<file path="src/sv/tii_pkg.sv">
`default_nettype none
package tii_pkg;
    localparam logic [1:0] CMD_CLEAR  = 2'd0;
    localparam logic [1:0] CMD_APPEND = 2'd1;
    localparam logic [1:0] CMD_QUERY  = 2'd2;

    localparam logic [2:0] OC_EXACT    = 3'd0;
    localparam logic [2:0] OC_INTERP   = 3'd1;
    localparam logic [2:0] OC_NEAREST  = 3'd2;
    localparam logic [2:0] OC_NOTFOUND = 3'd3;
    localparam logic [2:0] OC_DROPPED  = 3'd4;

    localparam logic [1:0] RSEL_ZERO   = 2'd0;
    localparam logic [1:0] RSEL_RDX    = 2'd1;
    localparam logic [1:0] RSEL_INTERP = 2'd2;

    typedef struct packed {
        logic       clear;
        logic       append;
        logic       query_init;
        logic       set_mid;
        logic       rd_next;
        logic       latch_m;
        logic       narrow;
        logic       latch_interp;
        logic       mul;
        logic       div_start;
        logic       fin_load;
        logic [1:0] fin_sel;
        logic [2:0] fin_code;
        logic       out_load;
    } t_dp_cmd;

    typedef struct packed {
        logic empty;
        logic full;
        logic lr_ok;
        logic eq;
        logic near;
        logic brk;
        logic div_done;
    } t_dp_sts;
endpackage
`default_nettype wire

</file>
<file path="src/sv/tii_ctrl.sv">
`default_nettype none
module tii_ctrl (
    input  wire logic             i_clk,
    input  wire logic             i_rst_n,
    input  wire logic             i_in_valid,
    input  wire logic [1:0]       i_command,
    output logic                  o_in_ready,
    output logic                  o_out_valid,
    input  wire logic             i_out_ready,
    output tii_pkg::t_dp_cmd      o_cmd,
    input  wire tii_pkg::t_dp_sts i_sts
);
    localparam logic [3:0] S_IDLE = 4'd0;
    localparam logic [3:0] S_RD0  = 4'd1;
    localparam logic [3:0] S_CHK0 = 4'd2;
    localparam logic [3:0] S_CHK1 = 4'd3;
    localparam logic [3:0] S_MUL  = 4'd4;
    localparam logic [3:0] S_DST  = 4'd5;
    localparam logic [3:0] S_DIV  = 4'd6;
    localparam logic [3:0] S_OUT  = 4'd7;

    logic [3:0]       r_state, n_state;
    logic             r_out_valid, n_out_valid;
    tii_pkg::t_dp_cmd c;

    always_comb begin
        c        = '0;
        n_state  = r_state;
        n_out_valid = r_out_valid && !i_out_ready;
        case (r_state)
            S_IDLE: begin
                if (i_in_valid) begin
                    case (i_command)
                        tii_pkg::CMD_CLEAR: c.clear = 1'b1;
                        tii_pkg::CMD_APPEND: begin
                            if (i_sts.full) begin
                                c.fin_load = 1'b1;
                                c.fin_sel  = tii_pkg::RSEL_ZERO;
                                c.fin_code = tii_pkg::OC_DROPPED;
                                n_state    = S_OUT;
                            end else begin
                                c.append = 1'b1;
                            end
                        end
                        tii_pkg::CMD_QUERY: begin
                            c.query_init = 1'b1;
                            if (i_sts.empty) begin
                                c.fin_load = 1'b1;
                                c.fin_sel  = tii_pkg::RSEL_ZERO;
                                c.fin_code = tii_pkg::OC_NOTFOUND;
                                n_state    = S_OUT;
                            end else begin
                                n_state = S_RD0;
                            end
                        end
                        default: ;
                    endcase
                end
            end
            S_RD0: begin
                if (i_sts.lr_ok) begin
                    c.set_mid = 1'b1;
                    n_state   = S_CHK0;
                end else begin
                    c.fin_load = 1'b1;
                    c.fin_sel  = tii_pkg::RSEL_ZERO;
                    c.fin_code = tii_pkg::OC_NOTFOUND;
                    n_state    = S_OUT;
                end
            end
            S_CHK0: begin
                c.latch_m = 1'b1;
                c.rd_next = 1'b1;
                if (i_sts.eq || i_sts.near) begin
                    c.fin_load = 1'b1;
                    c.fin_sel  = tii_pkg::RSEL_RDX;
                    c.fin_code = i_sts.eq ? tii_pkg::OC_EXACT : tii_pkg::OC_NEAREST;
                    n_state    = S_OUT;
                end else begin
                    n_state = S_CHK1;
                end
            end
            S_CHK1: begin
                if (i_sts.brk) begin
                    c.latch_interp = 1'b1;
                    n_state        = S_MUL;
                end else begin
                    c.narrow = 1'b1;
                    n_state  = S_RD0;
                end
            end
            S_MUL: begin
                c.mul   = 1'b1;
                n_state = S_DST;
            end
            S_DST: begin
                c.div_start = 1'b1;
                n_state     = S_DIV;
            end
            S_DIV: begin
                if (i_sts.div_done) begin
                    c.fin_load = 1'b1;
                    c.fin_sel  = tii_pkg::RSEL_INTERP;
                    c.fin_code = tii_pkg::OC_INTERP;
                    n_state    = S_OUT;
                end
            end
            S_OUT: begin
                // hold until the output register is free
                if (!r_out_valid || i_out_ready) begin
                    c.out_load  = 1'b1;
                    n_out_valid = 1'b1;
                    n_state     = S_IDLE;
                end
            end
            default: n_state = S_IDLE;
        endcase
    end

    always_ff @(posedge i_clk) begin
        if (!i_rst_n) begin
            r_state     <= S_IDLE;
            r_out_valid <= 1'b0;
        end else begin
            r_state     <= n_state;
            r_out_valid <= n_out_valid;
        end
    end

    assign o_cmd       = c;
    assign o_in_ready  = r_state == S_IDLE;
    assign o_out_valid = r_out_valid;
endmodule
`default_nettype wire

</file>
<file path="config.mk">
export PLATFORM = sky130hd
export DESIGN_NAME = tii_ctrl
export DESIGN_NICKNAME = d
export VERILOG_FILES = /design/src/sv/tii_pkg.sv /design/src/sv/tii_ctrl.sv
export SDC_FILE = /design/constraint.sdc
export NUM_CORES = 1
export LEC_CHECK = 0
export BUFFER_PORTS_ARGS = -buffer_cell sky130_fd_sc_hd__buf_2
export CAP_MARGIN = 20
export CORE_MARGIN = 2
export CORE_UTILIZATION = 35
export DETAILED_ROUTE_END_ITERATION = 16
export PLACE_DENSITY = 0.75
export SLEW_MARGIN = 20
export SYNTH_ARGS = -nofsm -noshare
export SYNTH_HDL_FRONTEND = slang
export SYNTH_SLANG_ARGS = --single-unit
</file>
<file path="constraint.sdc">
create_clock -name i_clk -period 2.8 [get_ports i_clk]
set_input_delay 0 -clock i_clk [delete_from_list [all_inputs] [get_ports i_clk]]
set_output_delay 0 -clock i_clk [all_outputs]
set_load 0.02 [all_outputs]
</file>
Yosys cells after proc, flatten, opt, wreduce, memory -nomap -nowiden
Index checks and enable logic that the tools add are counted.
Cells by class
  multiplexer cells: 37
  equal/unequal tests: 14
  reductions and logical operators: 8
Operators by type and width (count)
  $mux 6: 6
  $pmux 4 s8: 1
  $pmux 6 s4: 1
  $mux 3: 6
  $eq 4x3->1 const B: 4
  $mux 4: 4
  $mux 1: 14
  $pmux 6 s2: 1
  $eq 4x2->1 const B: 2
  $pmux 4 s2: 1
  $mux 2: 3
  $ne 2x2->1 const B: 3
  $reduce_and 5->1: 1
  $eq 4x1->1 const B: 1
  $logic_not 4->1: 1
  $ne 3x1->1 const B: 1
  $ne 3x3->1 const B: 1
  $eq 2x1->1 const B: 1
  $eq 2x2->1 const B: 1
  $logic_not 1->1: 2
  $logic_not 2->1: 1
  $logic_or 1x1->1: 2
  $logic_and 1x1->1: 1
Word-level totals
  output and inout port bits: 19
  flip-flop bits (word level): 5

Logic depth before layout (Yosys ltp)
  depth in word-level cells: 4
  gate-level depth with buffers: 6
  mapped depth without buffers: 6

Worst setup path before layout
Ideal clock, no wire load.
  path type: reg-to-output
  start: reg r_state[2]
  end: out o_cmd[6] (netlist bit)
  stages on the path, launching flop included: 6
  data arrival time: 1.869 ns
  path buffers: 1
  setup slack: 0.931 ns
  cells stage by stage: dfxtp_1 -> buf_6 -> inv_1 -> nand2_1 -> o311ai_0 -> or3_1
RTL lines
  start: declaration: line tii_ctrl.sv:22  | logic [3:0] r_state, n_state;
  start signal: assignment: line tii_ctrl.sv:125  | r_state <= n_state;
  end: declaration: line tii_ctrl.sv:10  | output tii_pkg::t_dp_cmd o_cmd,

==> flow_summary.yaml <==
status:
  status: "finished clean"
synthesis:
  syn_area_um2: 536
  ys_types: 35
  synthTopCellsByArea: "dfxtp_1 15%, ha_1 7.0%, buf_6 6.3%"
  postSynthCellCount: 70
  synth_edf_count: 0
  synth_compound_area_share_pct: 23.8
  synth_top_cell_area_share_pct: 15.0
  synth_top_family_by_area: "simple AND/OR/NAND/NOR gates"
  synth_xor_xnor_area_share_pct: 0
  synth_top_area_cell: "dfxtp_1"
  ys.flop_type: "dfxtp_1"
  avgSynthCellArea_um2: 7.65
  synth_simple_gate_area_share_pct: 39.7
  ys_ff_latch: 4
  yosys_warnings: 0
  yosysSeqAreaShare_pct: 15.0
  synthAdderAreaFrac_pct: 7.01
  syn_nets: 86
  synth_mux_area_share_pct: 0
  async_reset_ff_share_pct: 0
setup_path:
  crit_slowest_cell: "dfxtp_1"
  path_delay_family: "flip-flops"
  cp.required_ns: 2.80
  crit_fanout: 19
  arrival_ns: 1.89
  cpPeakStageDelay_ns: 0.69
  rr_worst_depth: 4
  criticalPathCategory: "flop to output port"
  cp-end-kind: "output port"
  r2r-end: "r_state[2]"
  cp-start-kind: "flop"
  crit_chain: "nor3_4 > nand4_1 > o311ai_0 > or3_1 > buf_2"
  worst-path-buf-inv: 1
  rr_startpoint: "r_state[1]"
  startpoint: "r_state[1]"
  regToRegSetupSlack_ns: 1.10
clock_tree:
  clkTransAtPathRegs_ns: 0.04
  cts-root-buf: "clkbuf_4"
  clk_path_buf_depth: 2
  htreeDepth: 1
  numCtsBuffers: 3
  worst_skew_pair.late_latency_ns: 0.23
  cts_tree: "done"
  cts_setup_buffers: 0
  cts.repair.resized: 0
  cts.sinks: 4
  hold_buffers: 0
layout:
  drive_above_1_share_pct: 40.4
  insertedDiodeCount: 0
  fill_cells: 163
  fin_util_pct: 46.1
  final_nets: 117
  syn_to_final_growth_pct: 26.6
global_route:
  overflow: 0
  grt_pass1_wl_um: 2060
  grt_start_max_net_pins: 20
  antenna_found_initial: 0
  gr-usage-all-layers_pct: 14.1
  grt_pass1_vias: 530
drt:
  routed_wl_um: 1250
  ant_nets: 0
  routedWlPerCell_um: 10.9
  vias: 604
  drtPass1Iterations: 3
  via_per_inst: 5.25
  drtIter0Drc: 7
  route.detailed.drc: 0
sta:
  hold_viol: 0
  max_freq_ghz: 0.530
  grt_setup_unrepaired: "no"
  finalCritPeriodShare_pct: 67.4
  worst_slew_pin_slew_ns: 0.594
  whs_ns: 0.0487
  fin_worst_skew_ns: 0.00287
  setup_viol: 0
  fin_crit_ns: 1.89
  maxSlewViolCount: 0
  fin_ws_ns: 0.914
  final.setup.tns_ns: 0
  slew_headroom_pct: 60.3
place:
  dp_slack_ns: 1.12
  dp_hpwl_um: 1010
  place_congestion: 0.763
  io_buffers: 31
die:
  die_area_mm2: 0.00186
  die_x_um: 43.1
  core_area_mm2: 0.00147
  die_h_um: 43.1
  rows: 14
  io_pins: 32
  start_util_pct: 36.4
min_path:
  whs_endpoint: "r_state[0]"
  whs_path_depth: 2
  hp-start: "i_rst_n"
  hp-class: "input pin to flop"
pwr:
  vdd_ir_drop_max_mv: 0.317
  power_mw: 0.621
  power_density_mw_per_mm2: 916
  power.leakage_nw: 0.372
run:
  max_cap_violations: 0
how the worst max path moves through the flow:
stage                      end  cells after the start
floorplan             o_cmd[6]                      5
global placement    r_state[1]                      4
detailed placement  r_state[2]                      4
CTS                   o_cmd[6]                      5
global route          o_cmd[6]                      5
finish                o_cmd[6]                      5
cell type report:
| type | count | area (µm²) | share of cell area, % |
|---|---|---|---|
| inverters | 6 | 22.5 | 3.32 |
| clock buffers | 3 | 22.5 | 3.32 |
| flip-flops and latches | 4 | 80.1 | 11.8 |
| multi-input cells | 55 | 378 | 55.7 |
| well taps | 16 | 20.0 | 2.95 |
| repair buffers | 31 | 155 | 22.9 |
cell usage in the layout, fill, tap and decap left out, drive strengths merged:
master / n
nor2: 8
a211oi: 1
and4: 1
o211ai: 1
o311ai: 1
nand2: 5
a21boi: 2
inv: 6
or3: 1
nand2b: 2
nand4b: 1
a22o: 1
nand3: 4
a41o: 1
o21ai: 5
and2: 1
ha: 3
nor4bb: 1
o2111a: 1
and3: 2
nor2b: 1
nand4: 1
nand3b: 1
or4b: 1
a211o: 1
dfxtp: 4
nor3: 2
nor3b: 2
clkbuf: 3
buf: 31
a21oi: 3
or2b: 1
cells in the mapped netlist, types with 2 or more instances:
cell type,number
and3_1,2
nor2_1,8
buf_6,3
nand2_1,5
nand3_1,4
dfxtp_1,4
o21ai_0,5
nand2b_1,2
nor3b_1,2
inv_1,6
a21boi_0,2
ha_1,3
a21oi_1,2
metal layers:
metal	track usage, %	up-vias	part of all wire, %
met5	0	-	0
met3	5.53	0	8.0
met1	17.5	271	48
met2	23.6	21	44
met4	1.82	0	0
li1	-	312	-
sequential cells by signal, summed over array words and instances (netlist names):
name	cells
o_out_valid	1
r_state	3
per-stage QoR:
step                      cells  area (µm²)
after floorplan              70         536
after global placement      112         656
after detailed placement    112         656
after CTS                   115         678
after global routing        115         678
final                       115         678
cells by family after synthesis:
| family | Yosys count |
|---|---|
| AND/OR/NAND/NOR | 35 |
| AO/OA/AOI/OAI | 17 |
| buffers and inverters | 11 |
| flip-flops | 4 |
| adder cells (fa/ha/maj) | 3 |
power breakdown:
group / switching (mW) / internal, mW / leakage, nW
logic: 0.230 / 0.161 / 0.325
registers: 0.0829 / 0.0797 / 0.0330
clock network: 0.0198 / 0.0477 / 0.0138
total: 0.333 / 0.288 / 0.372
Note: power is estimated with default switching activity, not from simulation.
